**src/vtrs_pkg.sv**
```systemverilog
`default_nettype none

package vtrs_pkg;

  // Result actions
  localparam logic [2:0] ACT_PROBE      = 3'd0;
  localparam logic [2:0] ACT_COPY_BACK  = 3'd1;
  localparam logic [2:0] ACT_COPY_FRONT = 3'd2;
  localparam logic [2:0] ACT_SWAP       = 3'd3;
  localparam logic [2:0] ACT_DONE       = 3'd4;

  // Input opcodes
  localparam logic OP_FRAME  = 1'b0;
  localparam logic OP_ANSWER = 1'b1;

  // Configuration register indexes
  localparam logic [1:0] REG_SCAN_START = 2'd0;
  localparam logic [1:0] REG_SCAN_END   = 2'd1;
  localparam logic [1:0] REG_FRAME_H    = 2'd2;

  // Tear row value for "no tear"
  localparam logic [12:0] TEAR_NONE = 13'h1FFF;

  // Most results one input item can cause
  localparam int MAX_RESULTS = 3;

  typedef struct packed {
    logic [2:0]  action;
    logic [12:0] row_from;
    logic [12:0] row_to;
    logic [12:0] tear_row;
  } vtrs_result_t;

  // Results of one input item, slot 0 goes out first
  typedef struct packed {
    logic [1:0]                         count;
    vtrs_result_t [MAX_RESULTS-1:0]     res;
  } vtrs_bundle_t;

  function automatic vtrs_result_t mk_result(input logic [2:0] act,
                                             input logic [12:0] from,
                                             input logic [12:0] to,
                                             input logic [12:0] tear);
    vtrs_result_t r;
    r.action   = act;
    r.row_from = from;
    r.row_to   = to;
    r.tear_row = tear;
    return r;
  endfunction

endpackage

`default_nettype wire

```
**src/vtrs_front.sv**
```systemverilog
`default_nettype none

module vtrs_front
  import vtrs_pkg::*;
#(
  parameter int MAX_ROWS = 4096
) (
  input  wire logic         clk,
  input  wire logic         rst,
  // configuration writes
  input  wire logic         cfg_valid,
  input  wire logic [1:0]   cfg_index,
  input  wire logic [12:0]  cfg_data,
  // input items
  input  wire logic         in_valid,
  input  wire logic         in_ready,
  input  wire logic         opcode,
  input  wire logic         row_changed,
  // bundle toward the queue
  output logic              push,
  output vtrs_bundle_t      bundle
);

  localparam int CapInt = (MAX_ROWS > 8191) ? 8191 : MAX_ROWS;
  localparam logic [12:0] HeightCap = 13'(CapInt);

  typedef enum logic [1:0] {PH_IDLE, PH_FIRST, PH_SEARCH} phase_t;

  logic [11:0] scan_start_row;
  logic [11:0] scan_end_row;
  logic [12:0] frame_height;

  phase_t      phase, phase_next;
  logic        pending_copy, pending_copy_next;
  logic        front_done, front_done_next;
  logic [12:0] latest_tear, latest_tear_next;
  logic [12:0] first_new_row, first_new_row_next;
  logic [12:0] previous_row, previous_row_next;
  logic [12:0] current_row, current_row_next;

  logic        accept;
  logic [12:0] height;
  logic [11:0] end_row;
  logic [1:0]  n;
  logic        do_finish;
  logic [12:0] fin_tear;
  logic [12:0] tear_adj;
  logic [13:0] diff;
  logic [12:0] skipped;
  logic [11:0] half;
  logic signed [13:0] next_row;
  logic [12:0] fn_eff;
  logic [12:0] from_tear;

  assign accept  = in_valid && in_ready;
  assign height  = (frame_height > HeightCap) ? HeightCap : frame_height;
  assign end_row = (scan_end_row < scan_start_row) ? scan_start_row : scan_end_row;

  // Search step arithmetic
  always_comb begin
    diff     = {1'b0, current_row} - {1'b0, previous_row};
    skipped  = diff[13] ? 13'(-diff) : diff[12:0];
    half     = (skipped[12:1] == 12'd0) ? 12'd1 : skipped[12:1];
    next_row = row_changed ? $signed({1'b0, current_row}) - $signed({2'b0, half})
                           : $signed({1'b0, current_row}) + $signed({2'b0, half});
    fn_eff   = row_changed ? current_row : first_new_row;
  end

  // Item classification and state update
  always_comb begin
    phase_next         = phase;
    pending_copy_next  = pending_copy;
    front_done_next    = front_done;
    latest_tear_next   = latest_tear;
    first_new_row_next = first_new_row;
    previous_row_next  = previous_row;
    current_row_next   = current_row;
    bundle             = '0;
    n                  = 2'd0;
    do_finish          = 1'b0;
    fin_tear           = TEAR_NONE;
    tear_adj           = TEAR_NONE;
    from_tear          = latest_tear[12] ? 13'd0 : latest_tear;

    if (opcode == OP_FRAME) begin
      front_done_next = 1'b0;
      if (pending_copy) begin
        bundle.res[n] = mk_result(ACT_COPY_BACK, 13'd0, from_tear, 13'd0);
        n = n + 2'd1;
        bundle.res[n] = mk_result(ACT_SWAP, 13'd0, 13'd0, 13'd0);
        n = n + 2'd1;
        pending_copy_next = 1'b0;
        front_done_next   = 1'b1;
      end
      current_row_next = {1'b0, scan_start_row};
      phase_next       = PH_FIRST;
      bundle.res[n] = mk_result(ACT_PROBE, {1'b0, scan_start_row}, 13'd0, 13'd0);
      n = n + 2'd1;
    end else if (phase == PH_FIRST) begin
      if (row_changed) begin
        do_finish = 1'b1;
      end else begin
        first_new_row_next = {1'b0, end_row} + 13'd1;
        previous_row_next  = {1'b0, scan_start_row};
        current_row_next   = {1'b0, scan_start_row}
                           + {2'b0, 11'((end_row - scan_start_row) >> 1)};
        phase_next         = PH_SEARCH;
        bundle.res[n] = mk_result(ACT_PROBE, current_row_next, 13'd0, 13'd0);
        n = n + 2'd1;
      end
    end else if (phase == PH_SEARCH) begin
      first_new_row_next = fn_eff;
      previous_row_next  = current_row;
      if ((next_row == $signed({1'b0, fn_eff})) ||
          (next_row < $signed({2'b0, scan_start_row})) ||
          (next_row > $signed({1'b0, fn_eff}))) begin
        do_finish = 1'b1;
        fin_tear  = (fn_eff > {1'b0, end_row}) ? TEAR_NONE : fn_eff;
      end else begin
        current_row_next = next_row[12:0];
        bundle.res[n] = mk_result(ACT_PROBE, next_row[12:0], 13'd0, 13'd0);
        n = n + 2'd1;
      end
    end

    // End of search: copy command when one is needed, then done report
    if (do_finish) begin
      tear_adj = (!fin_tear[12] && (fin_tear >= height)) ? TEAR_NONE : fin_tear;
      latest_tear_next = tear_adj;
      phase_next       = PH_IDLE;
      if (!tear_adj[12]) begin
        bundle.res[n] = mk_result(ACT_COPY_BACK, tear_adj, height, 13'd0);
        n = n + 2'd1;
        pending_copy_next = 1'b1;
      end else if (!front_done) begin
        bundle.res[n] = mk_result(ACT_COPY_FRONT, 13'd0, height, 13'd0);
        n = n + 2'd1;
      end
      bundle.res[n] = mk_result(ACT_DONE, 13'd0, 13'd0, tear_adj);
      n = n + 2'd1;
    end

    bundle.count = n;
  end

  assign push = accept && (n != 2'd0);

  // Configuration registers
  always_ff @(posedge clk) begin
    if (rst) begin
      scan_start_row <= 12'd0;
      scan_end_row   <= 12'd4095;
      frame_height   <= 13'd4096;
    end else if (cfg_valid) begin
      case (cfg_index)
        REG_SCAN_START: scan_start_row <= cfg_data[11:0];
        REG_SCAN_END:   scan_end_row   <= cfg_data[11:0];
        REG_FRAME_H:    frame_height   <= cfg_data;
        default:        ;
      endcase
    end
  end

  // Search state
  always_ff @(posedge clk) begin
    if (rst) begin
      phase         <= PH_IDLE;
      pending_copy  <= 1'b0;
      front_done    <= 1'b0;
      latest_tear   <= TEAR_NONE;
      first_new_row <= 13'd0;
      previous_row  <= 13'd0;
      current_row   <= 13'd0;
    end else if (accept) begin
      phase         <= phase_next;
      pending_copy  <= pending_copy_next;
      front_done    <= front_done_next;
      latest_tear   <= latest_tear_next;
      first_new_row <= first_new_row_next;
      previous_row  <= previous_row_next;
      current_row   <= current_row_next;
    end
  end

  // A frame start always leaves the block waiting for the start-row answer
  a_frame_starts_search: assert property (@(posedge clk) disable iff (rst)
    (accept && (opcode == OP_FRAME)) |=> (phase == PH_FIRST))
    else $error("frame start did not open a search");

endmodule

`default_nettype wire

```
**src/vtrs_queue.sv**
```systemverilog
`default_nettype none

module vtrs_queue
  import vtrs_pkg::*;
(
  input  wire logic          clk,
  input  wire logic          rst,
  input  wire logic          push,
  input  wire vtrs_bundle_t  push_data,
  output logic               not_full,
  input  wire logic          pop,
  output logic               not_empty,
  output vtrs_bundle_t       head
);

  localparam int Depth = 4;
  localparam int PtrW  = $clog2(Depth);

  vtrs_bundle_t        mem [Depth];
  logic [PtrW-1:0]     wptr;
  logic [PtrW-1:0]     rptr;
  logic [PtrW:0]       count;

  assign not_full  = (count != (PtrW+1)'(Depth));
  assign not_empty = (count != '0);
  assign head      = mem[rptr];

  // Entry storage
  always_ff @(posedge clk) begin
    if (push) begin
      mem[wptr] <= push_data;
    end
  end

  // Pointers and fill count
  always_ff @(posedge clk) begin
    if (rst) begin
      wptr  <= '0;
      rptr  <= '0;
      count <= '0;
    end else begin
      if (push) wptr <= wptr + 1'b1;
      if (pop)  rptr <= rptr + 1'b1;
      case ({push, pop})
        2'b10:   count <= count + 1'b1;
        2'b01:   count <= count - 1'b1;
        default: ;
      endcase
    end
  end

  a_no_overflow: assert property (@(posedge clk) disable iff (rst)
    push |-> not_full)
    else $error("queue push while full");

  a_no_underflow: assert property (@(posedge clk) disable iff (rst)
    pop |-> not_empty)
    else $error("queue pop while empty");

endmodule

`default_nettype wire

```
**src/vtrs_back.sv**
```systemverilog
`default_nettype none

module vtrs_back
  import vtrs_pkg::*;
(
  input  wire logic          clk,
  input  wire logic          rst,
  input  wire logic          q_not_empty,
  input  wire vtrs_bundle_t  q_head,
  output logic               q_pop,
  output logic               out_valid,
  input  wire logic          out_ready,
  output vtrs_result_t       out_result,
  output logic               out_last
);

  vtrs_bundle_t hold;
  logic         hold_valid;
  logic [1:0]   idx;
  logic         xfer;

  assign out_valid  = hold_valid;
  assign out_result = hold.res[idx];
  assign out_last   = (idx == (hold.count - 2'd1));
  assign xfer       = hold_valid && out_ready;
  assign q_pop      = q_not_empty && (!hold_valid || (xfer && out_last));

  // Bundle holding register
  always_ff @(posedge clk) begin
    if (q_pop) begin
      hold <= q_head;
    end
  end

  // Result sequencing
  always_ff @(posedge clk) begin
    if (rst) begin
      hold_valid <= 1'b0;
      idx        <= 2'd0;
    end else if (q_pop) begin
      hold_valid <= 1'b1;
      idx        <= 2'd0;
    end else if (xfer) begin
      if (out_last) begin
        hold_valid <= 1'b0;
        idx        <= 2'd0;
      end else begin
        idx <= idx + 2'd1;
      end
    end
  end

  a_count_nonzero: assert property (@(posedge clk) disable iff (rst)
    hold_valid |-> (hold.count != 2'd0))
    else $error("empty bundle held for output");

  a_idx_in_range: assert property (@(posedge clk) disable iff (rst)
    hold_valid |-> (idx < hold.count))
    else $error("result index past bundle count");

endmodule

`default_nettype wire

```
**src/video_tear_row_search.sv**
```systemverilog
`default_nettype none

// Tear row search controller.
// Slave stream s_*: one input item per transfer. s_tuser[0] is the opcode
// (0 frame start, 1 answer to the last probe), s_tdata[0] is row_changed.
// Master stream m_*: result items. m_tuser is the action, m_tlast marks the
// final result caused by one input item.
// Configuration channel cfg_*: index 0 scan start row, 1 scan end row,
// 2 frame height; writes complete in the cycle they are offered.
// An input item is classified and its results (up to three) are formed in
// the transfer cycle, then wait in a four-entry queue. The first result of an
// item reaches m_* from the queue through the output holding register.
// Throughput: one input item per cycle while each item causes one result and
// m_tready is high; the output side sends one result per cycle while m_tready
// is high. s_tready drops only when the queue is full or reset is held.
// A stalled m_tready holds the current result and fills the queue.
// Reset clears the search state and loads the register defaults; s_tready
// is high in the first cycle after reset.
module video_tear_row_search
  import vtrs_pkg::*;
#(
  parameter int MAX_ROWS = 4096
) (
  input  wire logic         clk,
  input  wire logic         rst,
  // configuration
  input  wire logic         cfg_valid,
  output logic              cfg_ready,
  input  wire logic [1:0]   cfg_index,
  input  wire logic [12:0]  cfg_data,
  // input stream
  input  wire logic         s_tvalid,
  output logic              s_tready,
  input  wire logic [7:0]   s_tdata,   // [0] row_changed, [7:1] zero
  input  wire logic [0:0]   s_tuser,   // [0] opcode
  // result stream
  output logic              m_tvalid,
  input  wire logic         m_tready,
  output logic [39:0]       m_tdata,   // [12:0] row_from, [25:13] row_to,
                                       // [38:26] tear_row, [39] zero
  output logic [2:0]        m_tuser,   // [2:0] action
  output logic              m_tlast    // last_result
);

  logic         push;
  vtrs_bundle_t push_bundle;
  logic         q_not_full;
  logic         q_not_empty;
  logic         q_pop;
  vtrs_bundle_t q_head;
  vtrs_result_t out_result;

  // no transfers are taken while reset is held
  assign cfg_ready = !rst;
  assign s_tready  = q_not_full && !rst;

  vtrs_front #(
    .MAX_ROWS(MAX_ROWS)
  ) u_front (
    .clk        (clk),
    .rst        (rst),
    .cfg_valid  (cfg_valid),
    .cfg_index  (cfg_index),
    .cfg_data   (cfg_data),
    .in_valid   (s_tvalid),
    .in_ready   (s_tready),
    .opcode     (s_tuser[0]),
    .row_changed(s_tdata[0]),
    .push       (push),
    .bundle     (push_bundle)
  );

  vtrs_queue u_queue (
    .clk      (clk),
    .rst      (rst),
    .push     (push),
    .push_data(push_bundle),
    .not_full (q_not_full),
    .pop      (q_pop),
    .not_empty(q_not_empty),
    .head     (q_head)
  );

  vtrs_back u_back (
    .clk        (clk),
    .rst        (rst),
    .q_not_empty(q_not_empty),
    .q_head     (q_head),
    .q_pop      (q_pop),
    .out_valid  (m_tvalid),
    .out_ready  (m_tready),
    .out_result (out_result),
    .out_last   (m_tlast)
  );

  assign m_tuser = out_result.action;
  assign m_tdata = {1'b0, out_result.tear_row, out_result.row_to, out_result.row_from};

endmodule

`default_nettype wire
```
**config.mk**
```make
export PLATFORM = sky130hd
export DESIGN_NAME = video_tear_row_search
export DESIGN_NICKNAME = d
export VERILOG_FILES = /design/src/vtrs_pkg.sv /design/src/vtrs_front.sv /design/src/vtrs_queue.sv /design/src/vtrs_back.sv /design/src/video_tear_row_search.sv
export SDC_FILE = /design/constraint.sdc
export NUM_CORES = 1
export LEC_CHECK = 0
export ABC_AREA = 1
export ABC_CLOCK_PERIOD_IN_PS = 17700
export BUFFER_PORTS_ARGS = -buffer_cell sky130_fd_sc_hd__buf_2
export CAP_MARGIN = 25
export CORE_MARGIN = 2
export CORE_UTILIZATION = 63
export CTS_BUF_LIST = sky130_fd_sc_hd__clkbuf_8 sky130_fd_sc_hd__clkbuf_16
export DETAILED_ROUTE_END_ITERATION = 6
export PLACE_DENSITY_LB_ADDON = 0.3
export REMOVE_ABC_BUFFERS = 1
export SLEW_MARGIN = 0
export SYNTH_ARGS = -nofsm -noshare
export SYNTH_HDL_FRONTEND = slang
export SYNTH_SLANG_ARGS = --single-unit
```
**constraint.sdc**
```tcl
create_clock -name clk -period 17.7 [get_ports clk]
set_clock_uncertainty 0.1 [all_clocks]
set_input_delay 0.885 -clock clk [delete_from_list [all_inputs] [get_ports clk]]
set_output_delay 0.885 -clock clk [all_outputs]
set_load 0.01 [all_outputs]
```
==> impl_metrics.tcl <==
set metrics [dict create \
    worstMarginPinSlew_ns 1.04 \
    path_max_fanout 61 \
    drive_gt1_share_pct 9.50 \
    synth-seq-area-share_pct 62.5 \
    fin_crit_sh_pct 75.7 \
    yosysUniqueCellTypes 59 \
    gp_congestion 0.918 \
    clk_pin_slew_ns 0.06 \
    routedWlPerCell_um 21.9 \
    report.final.slew_viol_count 0 \
    area_growth_pct 10.8 \
    io_pins 76 \
    start_kind "register" \
    dp_hpwl_um 54800 \
    ys_async_sr_fraction_pct 0 \
    vias_per_cell 6.17 \
    antenna_found_initial 2 \
    worst-endpoint-required_ns 17.83 \
    endpoint_kind "register" \
    cts_setup_buffers 0 \
    status "complete, no violations" \
    route.detailed.drc 0 \
    synth.top_cell.area_share_pct 56.5 \
    finalCriticalPeriod_ns 13.40 \
    clockBufferDepth 3 \
    htreeDepth 3 \
    clkLatencyLatePin_ns 0.62 \
    ys.flop_type "edfxtp_1" \
    cts_root_buf "clkbuf_16" \
    syn_avg_cell_area_sq_um 10.7 \
    synthTopCellsByArea "edfxtp_1 (56%), dfxtp_1 (6.1%), nor2_1 (5.7%)" \
    vias 24800 \
    stdcell_area_sq_um 37700 \
    grt.total_usage_pct 31.4 \
    die_area_sq_um 55900 \
    crit_family "simple AND/OR/NAND/NOR gates" \
    hp-class "reg2reg" \
    drtIter0Drc 2406 \
    synth_top_cell_by_area "edfxtp_1" \
    synth_area_sq_um 34000 \
    synthTopCellsByCount "edfxtp_1 (640), nor2_1 (519), o21ai_0 (386)" \
    grt_setup_unrepaired "no" \
    dp.cells 3883 \
    cts_tree "done" \
    max-vdd-ir-drop_uv 98.1 \
    drt_wl_total_um 88200 \
    rows 85 \
    crit_top_cell "nand2_1" \
    setup_violations 0 \
    first_pass_iters 6 \
    place.port_buffers 67 \
    finalHoldViolCount 0 \
    antenna_cells 0 \
    slew-limit-headroom_pct 30.5 \
    grt_start_max_net_pins 119 \
    finalSetupTns_ns 0 \
    fill_cells 3771 \
    postRouteAntennaNets 0 \
    hold_slack_ns 0.364 \
    crit_type "reg2reg" \
    core_sq_um 53600 \
    placed_area_sq_um 35100 \
    grt_pass1_vias 24400 \
    hold_buffers 0 \
    ys_ff_latch 743 \
    die_h_um 236 \
    max-cap-violations 0 \
    critical-path-max-stage-delay_ns 0.85 \
    yosys_warnings 0 \
    numCtsBuffers 75 \
    leakage_nw 14.2 \
    synth_most_common_cell "edfxtp_1" \
    fp.dieW_um 236 \
    slowest_stage "buf_4" \
    synth_edf_count 640 \
    synth_cells 3185 \
    initial_core_util_pct 63.5 \
    path_buf_inv 10 \
    cellPowerDensity_nw_per_um2 161 \
    crit_arrival_ns 13.54 \
    grt_overflow 0 \
    fmax_mhz 74.6 \
    fin_cells 4021 \
    grt_pass1_wl_um 135000 \
    final_nets 3418 \
    cts_sinks 743 \
    cts_resized 0 \
]
==> layout make-up <==
type / count / area, sq um / area share [%]
multi-input combinational: 2110 / 11500 / 30.5
timing repair buffer: 104 / 663 / 1.76
clock buffer: 85 / 2060 / 5.46
inverter: 232 / 880 / 2.33
sequential: 743 / 21300 / 56.4
tap: 696 / 871 / 2.31
clock inverter: 51 / 469 / 1.24
==> cells in the final DEF (no fill, tap or decap), types with 6 or more instances in the layout <==
master / instances
clkbuf_8: 6
conb_1: 65
nand2_2: 14
bufinv_16: 7
buf_2: 68
nor2_4: 8
buf_4: 33
edfxtp_1: 640
o21ai_0: 385
xnor2_1: 20
xor2_1: 45
nand3_2: 10
clkinv_1: 13
nand2_4: 7
nand4_1: 18
a211oi_1: 6
clkbuf_16: 79
a21oi_1: 153
inv_2: 16
o31ai_1: 44
a31oi_1: 14
inv_1: 219
clkinv_2: 14
o21bai_1: 6
o22ai_1: 138
a221oi_1: 6
ha_1: 118
nand3_1: 96
nor3_1: 25
o21ai_1: 30
dfxtp_1: 99
a211oi_2: 8
nand2_1: 299
or2_2: 11
nor2_1: 514
o211ai_1: 22
==> worst paths after layout <==
check	start	endpoint	slack (ns)	depth (start not counted)
setup reg to reg	u_front.current_row[8]	u_queue.mem[3][15]	4.30	58
hold / removal	u_front.first_new_row[3]	u_front.first_new_row[3]	0.36	2
setup / recovery	u_front.current_row[8]	u_queue.mem[3][15]	4.30	58
hold reg to reg	u_front.first_new_row[3]	u_front.first_new_row[3]	0.36	2
==> worst reg2reg max path, delay by kind of cell, from the launching register on <==
family | cells | cell delay, ns
flip-flops | 1 | 0.60
AO/OA/AOI/OAI | 13 | 3.18
adder cells (fa/ha/maj) | 6 | 1.87
AND/OR/NAND/NOR | 26 | 3.85
buffers and inverters | 10 | 2.59
XOR/XNOR | 3 | 0.74
==> metrics by stage <==
step	power [mW]	utilization [%]	setup WS, ns
5_1_grt	6.42	70.4	3.39
3_3_place_gp	4.39	65.5	4.85
3_5_place_dp	4.46	65.6	4.54
6_report	6.08	70.4	4.30
2_1_floorplan	3.83	-	3.31
4_1_cts	6.06	70.3	4.49
==> flip-flops by register name (all words and copies together) (netlist names) <==
name,cells
u_queue.mem,512
u_back.hold,128
u_front.current_row,13
u_front.first_new_row,13
u_front.frame_height,13
u_front.latest_tear,13
u_front.previous_row,13
u_front.scan_end_row,12
u_front.scan_start_row,12
u_queue.count,3
u_back.idx,2
u_front.phase,2
u_queue.rptr,2
u_queue.wptr,2
u_back.out_valid,1
u_front.front_done,1
u_front.pending_copy,1
==> kinds of logic (layout without fill, tap and decap cells) <==
group | count (synthesis) | in the layout | share of synthesized area, %
AOI/OAI and AO/OA | 836 | 836 | 13.9
xor gates and xnor gates | 65 | 65 | 1.67
adders and majority gates | 123 | 123 | 4.63
buffers and inverters | 396 | 472 | 4.55
DFF | 743 | 743 | 62.5
other | 1 | 65 | 0.0110
and+or+nand+nor | 1021 | 1021 | 12.7
==> routing by layer <==
layer  share of wire, %  GRT usage, %
met1                 39          41.2
met2                 49          53.2
met5              0.031             0
met3                7.8          3.84
met4                3.6          13.1
==> power by group <==
group / total [mW] / switching (mW) / internal, mW
combinational: 2.16 / 1.47 / 0.694
sequential: 2.31 / 0.104 / 2.20
clock: 1.61 / 0.672 / 0.942
(Power assumes the default switching activity.)
